**src/hw/rtl/qpht_pkg.sv**
```systemverilog
// Shared constants, codes and types for the quadratic-probe hash table.
package qpht_pkg;

    localparam int TABLE_DEPTH = 1024;
    localparam int KEY_W       = 31;
    localparam int SLOT_W      = $clog2(TABLE_DEPTH);
    localparam int SIZE_W      = SLOT_W + 1;
    localparam int PROBE_W     = SLOT_W + 1;
    localparam int CNT_W       = 32;
    localparam int IN_DATA_W   = ((KEY_W + 7) / 8) * 8;
    localparam int OUT_FIELD_W = 1 + SLOT_W + PROBE_W + 2 * CNT_W;
    localparam int OUT_DATA_W  = ((OUT_FIELD_W + 7) / 8) * 8;

    localparam logic [SIZE_W-1:0] SIZE_RESET = SIZE_W'(1021);
    localparam logic [SIZE_W-1:0] SIZE_MIN   = SIZE_W'(2);
    localparam logic [SIZE_W-1:0] SIZE_MAX   = SIZE_W'(TABLE_DEPTH);

    // operation codes carried in tuser
    localparam logic CMD_INSERT = 1'b0;
    localparam logic CMD_SEARCH = 1'b1;

    // result of the modulo unit
    typedef struct packed {
        logic              done;
        logic [SLOT_W-1:0] rem;
    } qpht_mod_res_t;

endpackage

```
**src/hw/rtl/qpht_mod.sv**
```systemverilog
// Restoring remainder unit: key mod table size, one dividend bit per cycle.
module qpht_mod
    import qpht_pkg::*;
(
    input  logic              clk,
    input  logic              rst_n,
    input  logic              start,
    input  logic [KEY_W-1:0]  dividend,
    input  logic [SIZE_W-1:0] divisor,
    output qpht_mod_res_t     res
);

    localparam int STEP_W = $clog2(KEY_W);

    logic              busy_reg;
    logic              done_reg;
    logic [STEP_W-1:0] step_reg;
    logic [KEY_W-1:0]  dvd_reg;
    logic [SIZE_W-1:0] dvs_reg;
    logic [SIZE_W-1:0] rem_reg;

    logic [SIZE_W:0]   trial;
    logic [SIZE_W:0]   diff;
    logic [SIZE_W-1:0] rem_next;

    // shift in the next dividend bit, subtract when it fits
    always_comb
    begin
        trial = {rem_reg, dvd_reg[KEY_W-1]};
        diff  = trial - {1'b0, dvs_reg};
        if (trial >= {1'b0, dvs_reg})
        begin
            rem_next = diff[SIZE_W-1:0];
        end
        else
        begin
            rem_next = trial[SIZE_W-1:0];
        end
    end

    always_ff @(posedge clk or negedge rst_n)
    begin
        if (!rst_n)
        begin
            busy_reg <= 1'b0;
            done_reg <= 1'b0;
            step_reg <= '0;
        end
        else
        begin
            done_reg <= 1'b0;
            if (start)
            begin
                busy_reg <= 1'b1;
                step_reg <= '0;
            end
            else if (busy_reg)
            begin
                step_reg <= step_reg + STEP_W'(1);
                if (step_reg == STEP_W'(KEY_W - 1))
                begin
                    busy_reg <= 1'b0;
                    done_reg <= 1'b1;
                end
            end
        end
    end

    // datapath
    always_ff @(posedge clk)
    begin
        if (start)
        begin
            dvd_reg <= dividend;
            dvs_reg <= divisor;
            rem_reg <= '0;
        end
        else if (busy_reg)
        begin
            dvd_reg <= {dvd_reg[KEY_W-2:0], 1'b0};
            rem_reg <= rem_next;
        end
    end

    // remainder is below the size, so it fits a slot index
    assign res.done = done_reg;
    assign res.rem  = rem_reg[SLOT_W-1:0];

endmodule

```
**config.mk**
```make
export PLATFORM = sky130hd
export DESIGN_NAME = qpht_mod
export DESIGN_NICKNAME = d
export VERILOG_FILES = /design/src/hw/rtl/qpht_pkg.sv /design/src/hw/rtl/qpht_mod.sv
export SDC_FILE = /design/constraint.sdc
export NUM_CORES = 1
export LEC_CHECK = 0
export ABC_AREA = 1
export BUFFER_PORTS_ARGS = -buffer_cell sky130_fd_sc_hd__buf_4
export CAP_MARGIN = 20
export CORE_UTILIZATION = 30
export DETAILED_ROUTE_END_ITERATION = 10
export MAX_ROUTING_LAYER = met4
export SLEW_MARGIN = 20
export SYNTH_ARGS = -nofsm -noshare
export SYNTH_HDL_FRONTEND = slang
export SYNTH_SLANG_ARGS = --single-unit
```
**constraint.sdc**
```tcl
create_clock -name clk -period 2.4 [get_ports clk]
set_clock_uncertainty 0.05 [all_clocks]
set_input_delay 0.24 -clock clk [delete_from_list [all_inputs] [get_ports clk]]
set_output_delay 0.24 -clock clk [all_outputs]
set_load 0.02 [all_outputs]
```
## Word level (Yosys, flattened, before mapping)

Cells that the tools add are included.

| operators by class | value |
|---|---|
| add/subtract/negate cells | 2 |
| $lt $le $gt $ge | 1 |
| eq/ne operators | 1 |
| multiplexer cells | 11 |
| reduce and logical (&&, ||, !) cells | 1 |

Operators by type and width:

| cell | count |
|---|---|
| $mux W31 | 2 |
| $ge A12 B11 Y1 | 1 |
| $mux W11 | 1 |
| $sub A11 B11 Y11 | 1 |
| $mux W5 | 2 |
| $mux W1 | 6 |
| $add A5 B1 Y5 const B | 1 |
| $eq A5 B5 Y1 const B | 1 |
| $reduce_bool A2 Y1 | 1 |

| storage, ports and cells | value |
|---|---|
| register bits | 60 |
| bits of input ports | 45 |
| output and inout port bits | 11 |

## Logic depth before layout (Yosys ltp)

| logic depth | value |
|---|---|
| word-level depth | 4 |
| depth in mapped cells | 13 |

## Least setup slack after synthesis

OpenSTA, ideal clock, no wires.

| timing path | value |
|---|---|
| kind | register to register |
| start point | reg dvd_reg[30] |
| end point | reg rem_reg[3] |
| arrival | 1.608 ns |
| required time | 2.197 ns |
| path slack | 0.589 ns |
| cell stages (with the launch flop) | 13 |
| buffers on the path | 1 |
| period minus slack after synthesis | 1.811 ns |
| cell sequence | edfxtp_1 > inv_1 > ha_1 > fa_1 > inv_1 > nand3_1 > nand3_1 > nand2_2 > nand3_2 > buf_6 > nand2_1 > nand3_1 > o21ai_1 |

| on the way | value |
|---|---|
| word-level cells in the longest chain between the ends | 2 |
| elaborated cells on any way between the ends | 3 |
| classes of those cells | add/sub: 1; order compare: 1; mux: 1 |

RTL lines:

| what | line | text |
|---|---|---|
| from (decl) | qpht_mod.sv:18 | `logic [KEY_W-1:0] dvd_reg;` |
| from (signal assigned) | qpht_mod.sv:74 | `dvd_reg <= dividend;` |
| from (signal assigned) | qpht_mod.sv:80 | `dvd_reg <= {dvd_reg[KEY_W-2:0], 1'b0};` |
| $sub A11 B11 Y11 or $ge A12 B11 Y1 (tied branches) | qpht_mod.sv:30, qpht_mod.sv:31 |  |
| $mux W11 (*) | qpht_mod.sv:31 | `if (trial >= {1'b0, dvs_reg})` |
| to (signal assigned) | qpht_mod.sv:81 | `rem_reg <= rem_next;` |
| to (decl) | qpht_mod.sv:20 | `logic [SIZE_W-1:0] rem_reg;` |

Every way passes the cells marked *; elsewhere a longest branch is shown, timed or not.
A chain may end at the register's enable or synchronous reset.

## Final worst setup path

| timing path | value |
|---|---|
| start point | reg dvs_reg[0] |
| end point | reg rem_reg[8] |

| on the way | value |
|---|---|
| word-level cells in the longest chain between the ends | 2 |
| elaborated cells on any way between the ends | 3 |
| classes of those cells | add/sub: 1; order compare: 1; mux: 1 |

RTL lines:

| what | line | text |
|---|---|---|
| from (decl) | qpht_mod.sv:19 | `logic [SIZE_W-1:0] dvs_reg;` |
| from (signal assigned) | qpht_mod.sv:75 | `dvs_reg <= divisor;` |
| $sub A11 B11 Y11 or $ge A12 B11 Y1 (tied branches) | qpht_mod.sv:30, qpht_mod.sv:31 |  |
| $mux W11 (*) | qpht_mod.sv:31 |  |

Marked as above.

==> results.rst <==
.. list-table::
   :header-rows: 1

   * - Metric
     - Value
   * - Flip-flop count of the largest register after layout
     - 31
   * - Post-DR wirelength/cell
     - 11.4 um
   * - Total wire length after detailed routing
     - 6.85 mm
   * - Deepest level of the CTS H-tree
     - 3
   * - Endpoint arrival time on the critical path
     - 2.41 ns
   * - Worst min path class
     - in -> reg
   * - Prevailing post-synth register cell
     - sky130_fd_sc_hd__edfxtp_1
   * - Post-synth cell types
     - 28
   * - Cell repeated most along the worst path
     - sky130_fd_sc_hd__nand3_1
   * - RSZ-0062 raised after global routing
     - false
   * - Die area
     - 11400 um^2
   * - Antenna viol nets, final
     - 0
   * - Critical path class
     - reg -> reg
   * - Critical path's largest stage delay
     - 0.41 ns
   * - R2r setup slk
     - 0.18 ns
   * - Post-CTS repair timing setup buffer count
     - 0
   * - Final Max Tran Viols
     - 0
   * - Post-detailed-placement half-perimeter wirelength
     - 5.00 mm
   * - Clock Sink Count
     - 60
   * - Mean instance size in the synthesized netlist
     - 8.14 um^2
   * - Worst-case hold slack
     - 0.0234 ns
   * - Synthesized Nets
     - 465
   * - CP max-delay cell
     - sky130_fd_sc_hd__fa_1
   * - Fraction of synthesized cell area in xor and xnor cells
     - 0.795%
   * - Root buffer cell
     - sky130_fd_sc_hd__clkbuf_8
   * - Crit path cell chain
     - ha_1 -> fa_1 -> inv_1 -> nand3_1 -> nand3_1 -> nand2_2 -> nand3_2 -> nand3_1 -> nand3_1 -> nand2_1
   * - CTS clk-pin slew, worst paths
     - 0.07 ns
   * - Setup Total Neg Slack
     - 0 ns
   * - 1st-iter DRT viols
     - 101
   * - Fraction of the cycle the final worst path needs
     - 92.6%
   * - CP Max Fanout
     - 12
   * - Area overhead of the layout relative to synthesis
     - 20.2%
   * - Critical path endpoint category
     - flip-flop
   * - Cell area after synthesis
     - 3300 um^2
   * - Combinational family with the most area after synthesis
     - simple AND/OR/NAND/NOR gates
   * - Post-synthesis share of cell area spent on full adders, half adders and majority gates
     - 5.53%
   * - Clk Latency, worst-skew pair
     - 0.34 ns
   * - Number of I/O pins
     - 56
   * - Overall global routing resource usage
     - 13.5%
   * - Starting density of the core
     - 31.4%
   * - Core Footprint
     - 10500 um^2
   * - Portion of the post-synthesis area used by sequential elements
     - 50.2%
   * - IO Port Bufs
     - 55
   * - Total number of yosys warnings
     - 0
   * - Hold-fix buffer count after cts
     - 3
   * - Final Hold Fails
     - 0
   * - Minimum clock period after layout
     - 2.22 ns
   * - Overall overflow remaining after global route
     - 0
   * - Slew at the pin closest to its max-slew limit
     - 0.579 ns
   * - Global-route wire length before repair
     - 11.6 mm
   * - PD cells
     - 922 nW/um^2
   * - Antenna Diode Count
     - 0
   * - Async SR Flop Fraction
     - 11.7%
   * - Count of endpoints failing setup in the final report
     - 0
   * - Maxcap violations
     - 0
   * - CTS Buffer Depth
     - 2
   * - Number of flops mapped to enable cells by yosys
     - 42
   * - Clock tree from TritonCTS
     - built
   * - Type of element launching the critical path
     - flip-flop
   * - Highest Clock Rate
     - 450 MHz
   * - Final layout net count
     - 517
   * - Proportion of layout cells with a drive suffix above 1
     - 18.8%
   * - Multiplexer share of the synthesized area
     - 0%
   * - Post-route non-filler standard cell count
     - 598
   * - Fraction of the mapped netlist area in compound gates
     - 2.61%
   * - Count of mapped cells out of synthesis
     - 406
   * - Filler Cell Count
     - 1099
   * - Number of antenna violations at the first check in global routing
     - 0
   * - Resize count post-CTS
     - 0
   * - Placement row count
     - 37
   * - DRT Pass-1 Iters
     - 4
   * - Leak pwr
     - 2.05 nW
   * - Peak ir drop on the vdd network
     - 539 uV
   * - Inst Count DP
     - 580
   * - Register bit count reported by yosys
     - 60
   * - Die X-Extent
     - 107 um
   * - Worst relative slew slack
     - 61.3%
   * - Number of global-route vias before repair
     - 2548
   * - Height of the die
     - 107 um
   * - Outcome
     - complete, no violations
   * - Vias per cell
     - 4.42
   * - Total DRC errors in the routed layout
     - 0
   * - Via count
     - 2644
   * - Basic-gate share of the synthesized area counting and, or, nand and nor cells
     - 29.5%
   * - Weighted congestion at the end of routability-driven global placement
     - 0.900
   * - Clock buffers created by TritonCTS
     - 9
   * - Maximum number of pins on one net before global-route repair
     - 36
   * - Required @ worst endpoint
     - 2.59 ns
## stage by stage
stage               area [um^2]  util [%]  total power, mW  worst slack [ns]
floorplan                  3300         -             2.61             0.589
global placement           3780      36.0             2.88             0.348
detailed placement         3780      36.0             2.91             0.216
CTS                        3970      37.8             3.69             0.201
global route               3970      37.8             3.95            0.0158
finish                     3970      37.8             3.66             0.178
## layout by cell type, fill, tap and decap left out, drive strengths merged, types with 10 or more instances in the layout
| cell type | synthesis | final |
|---|---|---|
| buf | 17 | 61 |
| clkbuf | 6 | 10 |
| dfxtp | 11 | 11 |
| edfxtp | 42 | 42 |
| ha | 13 | 13 |
| inv | 60 | 60 |
| nand2 | 171 | 171 |
| nand3 | 29 | 29 |
| nand4 | 14 | 14 |
| nor2 | 11 | 11 |
## power breakdown
group | switching [mW] | total (mW) | leakage, nW | internal (mW)
clock | 0.399 | 0.761 | 0.0779 | 0.362
sequential | 0.107 | 1.37 | 0.631 | 1.27
combinational | 0.911 | 1.52 | 1.35 | 0.611
total | 1.42 | 3.66 | 2.05 | 2.24
## cells in the mapped netlist (2+ instances only)
master                     count  area, um^2
sky130_fd_sc_hd__buf_2         3        15.0
sky130_fd_sc_hd__nand2_2       4        25.0
sky130_fd_sc_hd__buf_6         2        22.5
sky130_fd_sc_hd__nand4_1      14        87.6
sky130_fd_sc_hd__nand3_2       4        40.0
sky130_fd_sc_hd__nor3_1        3        15.0
sky130_fd_sc_hd__o21ai_0       2        10.0
sky130_fd_sc_hd__nor2_1       10        37.5
sky130_fd_sc_hd__dfrtp_1       7         175
sky130_fd_sc_hd__dfxtp_1      11         220
sky130_fd_sc_hd__inv_2         2        7.51
sky130_fd_sc_hd__nand2_1     167         627
sky130_fd_sc_hd__xnor2_1       2        17.5
sky130_fd_sc_hd__buf_4        12        90.1
sky130_fd_sc_hd__nand3_1      25         125
sky130_fd_sc_hd__o21ai_1       4        20.0
sky130_fd_sc_hd__edfxtp_1     42        1260
sky130_fd_sc_hd__inv_1        58         218
sky130_fd_sc_hd__ha_1         13         163
sky130_fd_sc_hd__clkbuf_1      6        22.5
sky130_fd_sc_hd__a21oi_1       8        40.0
## final cells by class
type	instances	area, um^2	area share (%)
sequential	60	1660	41.7
clock inverter	5	30.0	0.757
tap	136	170	4.29
inverter	60	225	5.67
clock buffer	10	128	3.22
multi-input combinational	263	1270	32.0
timing repair buffer	64	488	12.3
## logic make-up after synthesis
| group | count (synthesis) |
|---|---|
| compound gates | 16 |
| xor+xnor | 3 |
| fa+ha+maj | 14 |
| buf+inv | 83 |
| flops | 60 |
| simple gates | 230 |
## critical path, delay by kind of cell, from the launching register on
| kind | cells | cell delay, ns |
|---|---|---|
| AND/OR/NAND/NOR | 7 | 0.97 |
| flip-flops | 1 | 0.38 |
| buffers and inverters | 1 | 0.09 |
| adder cells (fa/ha/maj) | 2 | 0.64 |
## worst paths after layout
check	from	endpoint	cells after the start
max	dvs_reg[0]	rem_reg[8]	10
min	divisor[1]	dvs_reg[1]	1
max reg2reg	dvs_reg[0]	rem_reg[8]	10
min reg2reg	rem_reg[10]	rem_reg[10]	2
max in group asynchronous	rst_n	step_reg[2]	2
min in group asynchronous	rst_n	step_reg[0]	2
## per-layer routing
layer  wire [um]  vias up  track usage [%]
met2        3270       78             21.4
met3         378        6             4.07
li1            -     1383                -
met5           0        -                -
met1        3090     1177             16.1
met4         100        0             5.38
Note: power is estimated with default switching activity, not from simulation.
