### src/hw/rtl/qpht_ram.sv
// Generic single-port synchronous RAM with registered read data.
module qpht_ram #(
    parameter int WIDTH = 8,
    parameter int DEPTH = 16
) (
    input  logic                     clk,
    input  logic                     we,
    input  logic [$clog2(DEPTH)-1:0] addr,
    input  logic [WIDTH-1:0]         wdata,
    output logic [WIDTH-1:0]         rdata
);

    logic [WIDTH-1:0] mem [DEPTH];

    always_ff @(posedge clk)
    begin
        if (we)
        begin
            mem[addr] <= wdata;
        end
        rdata <= mem[addr];
    end

endmodule

### config.mk
export PLATFORM = sky130hd
export DESIGN_NAME = qpht_ram
export DESIGN_NICKNAME = d
export VERILOG_FILES = /design/src/hw/rtl/qpht_ram.sv
export SDC_FILE = /design/constraint.sdc
export NUM_CORES = 1
export LEC_CHECK = 0
export BUFFER_PORTS_ARGS = -buffer_cell sky130_fd_sc_hd__buf_2
export CORE_ASPECT_RATIO = 2
export CORE_MARGIN = 3
export CORE_UTILIZATION = 45
export DETAILED_ROUTE_END_ITERATION = 6
export GPL_TIMING_DRIVEN = 1
export PLACE_DENSITY = 0.67
export SLEW_MARGIN = 5
export SYNTH_ARGS = -nofsm -noshare
export SYNTH_HDL_FRONTEND = slang
export SYNTH_SLANG_ARGS = --single-unit
### constraint.sdc
create_clock -name clk -period 2.4 [get_ports clk]
set_input_delay 0.48 -clock clk [delete_from_list [all_inputs] [get_ports clk]]
set_output_delay 0.48 -clock clk [all_outputs]
set_load 0.005 [all_outputs]
Word-level counts from Yosys, hierarchy flattened

Memories as Yosys holds them, arrays and structs flattened. A register that Yosys moved wholly into a read port is not among the register bits.
Cells that the tools add are included.

Memories kept: 1
Input port bits: 14
Bits in writable memories: 128
Bits in registers: 0
Output and inout port bits: 8
Logic and storage cells: 3

Memory list:

| name | words | bits a word | read ports | clocked after Yosys merged registers in | wr ports | line | RTL |
|---|---|---|---|---|---|---|---|
| mem  | 16    | 8           | 1          | 1                                       | 1        | 13   | `logic [WIDTH-1:0] mem [DEPTH];` |

Muxes and demuxes: 2

Operator list:

| operator          | number |
|---|---|
| 1-bit two-way mux | 2 |

Longest topological paths before layout

Gate-level depths: netlist of run 1.

Depth in word-level cells: 2
Depth in mapped cells: 5
Mapped depth without buffers: 3

Least setup slack after synthesis of run 1

No wires, ideal clock.

Kind: input-to-reg
From: input addr[2]
To: memory mem[0][0], enable pin
Data arrival time: 1,590 ps
Setup time: 383 ps
Required time: 2,017 ps
Cell stages on the path: 2
Path buffers: 0
Path slack: 427 ps
Path through: or3b_2 > nor3_1

RTL lines:

| what               | line | RTL |
|---|---|---|
| start: declaration | 8    | `input logic [$clog2(DEPTH)-1:0] addr,` |
| end: declaration   | 13   |  |

Straight into the memory's write port.

==> run metrics, run 1 <==
status=completed; Core Rows=54; Post-DRT Antenna Nets=0; die height=around 160 µm; Setup crit end kind=flip-flop; Avg Vias per Cell=5.47; Mapped Area=5070 µm²; Synth cell types=18; area grow syn2layout=20.1%; sequential cell area fraction in the yosys report=0.790; Avg Cell Area, Syn=22.0 µm²; CP Launch Type=input pin; H-Tree Depth=4; Sequential Power Share=0.473; worst hold path class=input pin to flip-flop; post-DR wirelength/cell=around 22 µm; end of the worst hold path=mem[8][7]; drt pass-1 iters=4; Clock power frac=0.486; CTS Buffer Depth=2; initial antenna violation count=0; diodes inserted=0; die outline width=around 80 µm; post-place setup slack=just under 0.5 ns; Slew HR=0.593; largest net degree at the start of global routing=40; Reg clk slew, reported paths=around 0.060 ns; Pint=4.61 mW; placed cell areas=5450 µm²; Critical Path AT=1.77 ns; Initial DRC Count=154; Die Area=around 13000 µm²; total number of vias=approximately 2400; Gate Count Post-Synth=230; Worst Tran Pin Value=about 0.6 ns; Switching Fraction=0.185; ratio of cells with drive above 1 in the final layout=0.353; combinational cell fraction of total power=0.042; cts repair resizes=0; minimum clock period=~1.5 ns; Post-Route Setup TNS=0 ns; Tcrit/Tclk final=0.616; Critical-path top delay cell=mux4_2; PD cells=929 nW/µm²; CTS tree=yes; Worst Path Required=roughly 2.7 ns; P_leak=a little over 2 nW; count of buffers from port buffering=21; DPL Wire Length=about 6300 µm; FFs w/ async S/R, synth=0; # Max-Cap Violations=0; worst IR drop on VDD=between 400 and 500 µV; gpl congestion=approximately 0.74; largest stage delay on the critical path=approximately 0.33 ns; Clock Tree Root=clkbuf_16; Final Max Slew Viols=0; final hold vios=0; fmax=roughly 0.68 GHz; RSZ-0062 raised after global routing=no; Syn Nets=around 240; I/O pin count=22; Crit Path Category=input pin to flip-flop; final setup violation count=0; total routed wirelength=between 9000 and 10000 µm; Total Nets Final=between 200 and 300; R2R Setup Slk=between 1 and 1.5 ns; Hold Startpoint=wdata[7]; Core Area=roughly 11000 µm²; worst path cell trace=buf_2 -> buf_4 -> mux4_2 -> a22oi_1 -> nand2_1; DR DRC count=0; Total GRT Usage=0.169; Ys Warns=0; Crit. path cell count=5; clock latency on the worst-skew pair=0.41 ns; design area=between 6000 and 7000 µm²; Post-synth EDFFs=around 130; Reg-to-Reg End=rdata[1]; total CTS buffers=17; Worst Slack Setup Final=between 0.9 and 1 ns; reg2reg path depth=3; flops & latches, synth=roughly 140; # hold bufs at CTS=0; post-CTS setup buffer count=0; final setup skew=0.00599 ns; vias in the first global route=around 2600; worst path buffer plus inverter count=2; Net Sw Power=1.04 mW; Main synth FF type=edfxtp_1; clock sink count=~140; Pwr Total=around 5.7 mW; Crit path max-delay family=buffers and inverters; crit-path max FO=16; Worst R2R Start=mem[1][1]; WHS Path Cells=1; first-pass GRT wire length=between 10000 and 15000 µm; GR Overflow Total=0; Initial Utilization=0.463
[flip-flops by register name, indices dropped and copies added, names as in the netlist]
register / flops
rdata: 8
mem: 128
[final cells by class]
| type | instances | area (µm²) |
|---|---|---|
| Fill cell | 848 | 4860 |
| Sequential cell | 136 | 4000 |
| Multi-Input combinational cell | 83 | 1000 |
| Clock buffer | 24 | 492 |
| Timing Repair Buffer | 41 | 268 |
| Tap cell | 140 | 175 |
| Clock inverter | 8 | 144 |
[through the flow]
stage | std cells | hold WS (ns) | util
final | 432 | 0.451 | 0.556
after global routing | 432 | 0.458 | 0.556
after CTS | 432 | 0.439 | 0.556
after detailed placement | 400 | 0.654 | 0.498
after global placement | 400 | 0.651 | 0.498
after floorplan | 230 | 0.579 | -
[kinds of logic (layout without fill, tap and decap cells)]
group | Yosys count | in the layout | synth area share
AO/OA/AOI/OAI | 16 | 16 | 0.0237
buffers and inverters | 11 | 73 | 0.0119
flip-flops | 136 | 136 | 0.790
multiplexers | 32 | 32 | 0.142
AND/OR/NAND/NOR | 35 | 35 | 0.0321
[cells in the final DEF (no fill, tap or decap)]
cell type / instances
a22oi_1: 16
and2_1: 1
buf_12: 1
buf_2: 21
buf_4: 19
bufinv_16: 4
clkbuf_1: 3
clkbuf_16: 17
clkbuf_8: 4
clkinv_2: 3
clkinv_4: 1
dfxtp_1: 8
edfxtp_1: 128
mux4_2: 32
nand2_1: 9
nand2b_1: 2
nand3_1: 1
nand3b_1: 2
nor2_1: 13
nor2b_1: 2
nor3_1: 4
or3b_2: 1
[power groups by stage]
stage	registers [mW]	logic, mW	clock network, mW
2_1_floorplan	2.72	0.137	0
3_3_place_gp	2.72	0.232	0
3_5_place_dp	2.72	0.240	0
4_1_cts	2.67	0.242	2.78
5_1_grt	2.68	0.261	2.85
6_report	2.67	0.235	2.75
[cells in the mapped netlist, types with 4 or more instances]
library cell  count  area share
a22oi_1          16       0.024
mux4_2           32        0.14
nand2_1           9      0.0067
buf_1             4      0.0030
nor2_1           13      0.0096
nor3_1            4      0.0040
edfxtp_1        128        0.76
dfxtp_1           8       0.032
[worst max path at each step]
stage             from   endpoint  slack, ns
2_1_floorplan  addr[2]  mem[0][0]       0.43
3_3_place_gp   addr[0]   rdata[6]       0.53
3_5_place_dp   addr[1]   rdata[0]       0.49
4_1_cts        addr[1]   rdata[0]       0.93
5_1_grt        addr[1]   rdata[1]       0.84
6_report       addr[1]   rdata[7]       0.92
[metal layers]
layer	track usage	wire, µm	up-vias
met5	0	0	-
met4	0.0846	238	0
met3	0.0416	312	16
met2	0.303	5650	56
met1	0.178	3170	1238
li1	-	-	1055
(Power assumes the default switching activity.)
==> run 2, diff against run 1 <==
--- a/config.mk
+++ b/config.mk
@@ -5,13 +5,14 @@
 export SDC_FILE = /design/constraint.sdc
 export NUM_CORES = 1
 export LEC_CHECK = 0
+export ABC_AREA = 1
 export BUFFER_PORTS_ARGS = -buffer_cell sky130_fd_sc_hd__buf_2
 export CORE_ASPECT_RATIO = 2
 export CORE_MARGIN = 3
 export CORE_UTILIZATION = 45
 export DETAILED_ROUTE_END_ITERATION = 6
 export GPL_TIMING_DRIVEN = 1
-export PLACE_DENSITY = 0.67
+export PLACE_DENSITY = 0.69
 export SLEW_MARGIN = 5
 export SYNTH_ARGS = -nofsm -noshare
 export SYNTH_HDL_FRONTEND = slang
==> constraint.sdc (replaced) <==
create_clock -name clk -period 1.27 [get_ports clk]
set_input_delay 0.254 -clock clk [delete_from_list [all_inputs] [get_ports clk]]
set_output_delay 0.254 -clock clk [all_outputs]
set_load 0.005 [all_outputs]
==> run metrics, run 2 <==
Critical Path Start=rdata[3]; FFs w/ async S/R, synth=0; P_leak=between 2 and 3 nW; # Max-Cap Violations=0; Slew HR=0.717; Tcrit/Tclk final=0.844; Reg clk slew, reported paths=approximately 0.06 ns; reg2reg path depth=8; CTS Buffer Depth=2; Regs by FF count=mem x128, rdata x8; Crit. path cell count=1; Synth area leader=edfxtp_1; die height=164 µm; DR DRC count=0; Final Max Slew Viols=0; total routed wirelength=12400 µm; commonest non-fill, non-tap cells in the layout=nand2_1 (346), edfxtp_1 (128), inv_1 (21), buf_2 (21), clkbuf_16 (17); Mapped Area=5590 µm²; worst path buffer plus inverter count=1; worst path cell trace=buf_2; sequential cell area fraction in the yosys report=0.716; Worst Slack Setup Final=a little under 0.2 ns; Worst R2R Start=mem[14][2]; Post-Route Setup TNS=0 ns; status=completed; Crit Path Category=flip-flop to output pin; Ys Warns=0; gpl congestion=roughly 0.8; I/O pin count=22; Placed Instances=about 710; first-pass GRT wire length=roughly 19000 µm; initial antenna violation count=0; fmax=0.933 GHz; Avg Cell Area, Syn=~10 µm²; final hold vios=0; DPL Wire Length=around 8400 µm; drt pass-1 iters=4; ratio of cells with drive above 1 in the final layout=0.151; post-synth top area share=0.687; CTS tree=yes; RSZ-0062 raised after global routing=no; vias in the first global route=~3800; post-DR wirelength/cell=around 17 µm; count of buffers from port buffering=21; count leader, synth=nand2_1; Initial Utilization=0.461; diodes inserted=0; final setup violation count=0; Largest register FFs=roughly 130; # hold bufs at CTS=0; Post-synth EDFFs=between 100 and 150; design area=~6800 µm²; Critical-path top delay cell=dfxtp_1; Core Area=12100 µm²; Avg Vias per Cell=5.03; Die Area=around 14000 µm²; largest net degree at the start of global routing=40; Worst Path Required=between 1 and 1.5 ns; Core Rows=57; Crit path max-delay family=flip-flops; Total GRT Usage=0.193; Setup crit end kind=output pin; die outline width=roughly 85 µm; Non-Filler Instances=approximately 740; worst hold path class=input pin to flip-flop; Critical Path AT=between 0.8 and 0.9 ns; Syn Nets=~560; minimum clock period=about 1.1 ns; Post-DRT Antenna Nets=0; worst IR drop on VDD=935 µV; clock sink count=approximately 140; commonest non-fill, non-tap cell in the layout=nand2_1; total CTS buffers=17; Synth cell types=11; GR Overflow Total=0; post-CTS setup buffer count=0; clock latency on the worst-skew pair=0.41 ns; post-place setup slack=-0.131 ns; H-Tree Depth=4; placed cell areas=approximately 6100 µm²; PD cells=roughly 1700 nW/µm²; final setup skew=just over 0.009 ns; Synth area leaders=edfxtp_1 (69%), nand2_1 (23%), dfxtp_1 (2.9%), inv_1 (1.4%), nor2_1 (1.2%); Main synth FF type=edfxtp_1; CP endpoint=rdata[3]; R2R Setup Slk=between 0.2 and 0.3 ns; area grow syn2layout=22.1%; Worst Tran Pin Value=between 0.4 and 0.5 ns; crit-path max FO=1; Total Nets Final=between 500 and 600; Reg-to-Reg End=rdata[2]; Synth top cells by count=nand2_1 (346), edfxtp_1 (128), inv_1 (21); cts repair resizes=0; CP Launch Type=flip-flop; Clock Tree Root=clkbuf_16; flops & latches, synth=136; Initial DRC Count=244; Reg with most FFs=mem; Gate Count Post-Synth=roughly 550; total number of vias=approximately 3700; largest stage delay on the critical path=~0.30 ns
-- run 2: power by group --
group,internal (mW),switching [mW]
Sequential,5.02,0.0254
Clock,3.86,1.74
Combinational,0.216,0.484
Total,9.10,2.25
-- run 2: final cells by class --
cell class,instances,area (µm²)
Tap cell,147,184
Multi-Input combinational cell,368,1560
Clock inverter,13,251
Clock buffer,18,429
Fill cell,985,5300
Inverter,23,91.3
Sequential cell,136,4000
Timing Repair Buffer,38,308
-- run 2: cell families (layout without fill, tap and decap cells) --
group                  after synthesis  count (layout)  share of synthesized area
buffers and inverters               44              92                     0.0362
DFF                                136             136                      0.716
and+or+nand+nor                    368             368                      0.248
-- run 2: worst min path at each step --
stage,to,from,slack (ns),cells past startpoint
3_5_place_dp,rdata[0],rdata[0],0.63,1
6_report,mem[13][0],wdata[0],0.28,1
3_3_place_gp,rdata[5],rdata[5],0.63,1
4_1_cts,mem[13][0],wdata[0],0.26,1
2_1_floorplan,mem[0][0],wdata[0],0.35,0
5_1_grt,mem[13][3],wdata[3],0.26,1
-- run 2: metrics by stage --
stage	hold slack, ns	total power [mW]	utilization
2_1_floorplan	0.353	5.54	-
3_3_place_gp	0.632	5.82	0.507
3_5_place_dp	0.631	5.84	0.507
4_1_cts	0.261	11.4	0.563
5_1_grt	0.264	11.7	0.563
6_report	0.277	11.3	0.563
-- run 2: routing by layer --
layer,track usage,vias to the layer above,share of wire
met5,0,-,0
met4,0.130,0,0.058
met3,0.0525,35,0.039
met2,0.357,100,0.57
met1,0.178,1778,0.34
li1,-,1822,-
==> run 3, diff against run 2 <==
--- a/config.mk
+++ b/config.mk
@@ -12,7 +12,7 @@
 export CORE_UTILIZATION = 45
 export DETAILED_ROUTE_END_ITERATION = 6
 export GPL_TIMING_DRIVEN = 1
-export PLACE_DENSITY = 0.69
+export PLACE_DENSITY = 0.67
 export SLEW_MARGIN = 5
 export SYNTH_ARGS = -nofsm -noshare
 export SYNTH_HDL_FRONTEND = slang
==> constraint.sdc (replaced) <==
create_clock -name clk -period 1 [get_ports clk]
set_input_delay 0.2 -clock clk [delete_from_list [all_inputs] [get_ports clk]]
set_output_delay 0.2 -clock clk [all_outputs]
set_load 0.005 [all_outputs]
==> run metrics, run 3 (same netlist as run 2, synthesis figures left out) <==
DR DRC count=0; Initial DRC Count=230; Non-Filler Instances=745; PD cells=slightly above 2000 nW/µm²; largest stage delay on the critical path=approximately 0.33 ns; clock latency on the worst-skew pair=approximately 0.42 ns; # Max-Cap Violations=0; placed cell areas=6240 µm²; Placed Instances=between 700 and 800; Core Rows=57; diodes inserted=0; Final Max Slew Viols=0; Post-DRT Antenna Nets=0; Critical-path top delay cell=dfxtp_2; minimum clock period=about 1.1 ns; Total GRT Usage=0.215; commonest non-fill, non-tap cells in the layout=nand2_1 (326), edfxtp_1 (128), nand2_2 (20); CP Launch Type=flip-flop; Clock Tree Root=clkbuf_16; ratio of cells with drive above 1 in the final layout=0.204; Post-Route Setup TNS=-0.300 ns; drt pass-1 iters=4; H-Tree Depth=4; design area=between 6000 and 7000 µm²; Critical Path AT=between 0.8 and 0.9 ns; first-pass GRT wire length=between 20000 and 25000 µm; Worst Path Required=roughly 0.80 ns; final setup skew=~0.0069 ns; total number of vias=between 3000 and 4000; Worst Slack Setup Final=-0.0526 ns; worst IR drop on VDD=about 1900 µV; Largest register FFs=128; violated checks=setup timing; RSZ-0062 raised after global routing=yes; GR Overflow Total=0; die outline width=~85 µm; Reg with most FFs=mem; Setup crit end kind=output pin; Crit Path Category=flip-flop to output pin; Layout fillers=about 1000; I/O pin count=22; vias in the first global route=approximately 4000; clock sink count=136; crit-path max FO=1; initial antenna violation count=0; Worst Tran Pin Value=0.402 ns; area grow syn2layout=24.3%; P_leak=about 2.9 nW; Die Area=13900 µm²; worst path buffer plus inverter count=1; Core Area=12100 µm²; Initial Utilization=0.461; status=complete, but fails checks; post-CTS setup buffer count=0; final hold vios=0; largest net degree at the start of global routing=33; Avg Vias per Cell=about 5; final setup violation count=8; DPL Wire Length=9520 µm; gpl congestion=0.890; Regs by FF count=mem x128, rdata x8; die height=between 150 and 200 µm; post-DR wirelength/cell=18.6 µm; total routed wirelength=13800 µm; worst path cell trace=buf_6; fmax=around 0.95 GHz; total CTS buffers=17; Crit path max-delay family=flip-flops; commonest non-fill, non-tap cell in the layout=nand2_1; Total Nets Final=599; Reg clk slew, reported paths=about 0.06 ns; CTS Buffer Depth=2; count of buffers from port buffering=21; # hold bufs at CTS=0; CTS tree=yes; Tcrit/Tclk final=1.05; worst hold path class=input pin to flip-flop; Slew HR=0.732
-- run 3: metrics by stage --
step | hold slack (ns) | setup slack [ns] | total power [mW] | utilization
3_5_place_dp | 0.551 | -0.422 | 7.49 | 0.515
2_1_floorplan | 0.299 | -0.151 | 7.06 | -
6_report | 0.127 | -0.0526 | 14.1 | 0.573
5_1_grt | 0.131 | -0.0806 | 14.5 | 0.573
4_1_cts | 0.123 | -0.0618 | 14.1 | 0.571
3_3_place_gp | 0.533 | -0.380 | 7.47 | 0.515
-- run 3: worst paths after layout --
| kind | from | to | slack (ns) | cells after the start |
|---|---|---|---|---|
| max | rdata[6] | rdata[6] | -0.05 | 1 |
| min | wdata[2] | mem[4][2] | 0.13 | 1 |
| max reg2reg | mem[5][2] | rdata[2] | 0 | 8 |
| min reg2reg | mem[4][4] | rdata[4] | 0.71 | 8 |
-- run 3: final cells by class --
cell class	count	area (µm²)	area share
clock buffers	19	433	0.0623
repair buffers	39	400	0.0576
well taps	147	184	0.0265
flip-flops and latches	136	4010	0.577
inverters	23	111	0.0160
clock inverters	13	193	0.0277
multi-input cells	368	1620	0.233
-- run 3: power by group --
group          internal [mW]  total [mW]  leakage [nW]  switching, mW
clock                   4.21        6.64         0.299           2.43
combinational          0.339       0.994          1.37          0.655
sequential              6.38        6.43          1.22         0.0491
-- run 3: repair_timing --
item,4_1_cts,5_1_grt
cloned,0,0
gates resized for setup,19,13
pin swaps,6,37
setup endpoints to repair,14,16
-- run 3: per-layer routing --
| layer | GRT usage | vias up | share of wire |
|---|---|---|---|
| met5 | 0 | - | 0 |
| met4 | 0.139 | 0 | 0.049 |
| met3 | 0.0399 | 38 | 0.034 |
| met2 | 0.397 | 92 | 0.58 |
| met1 | 0.215 | 1777 | 0.34 |
| li1 | - | 1829 | - |
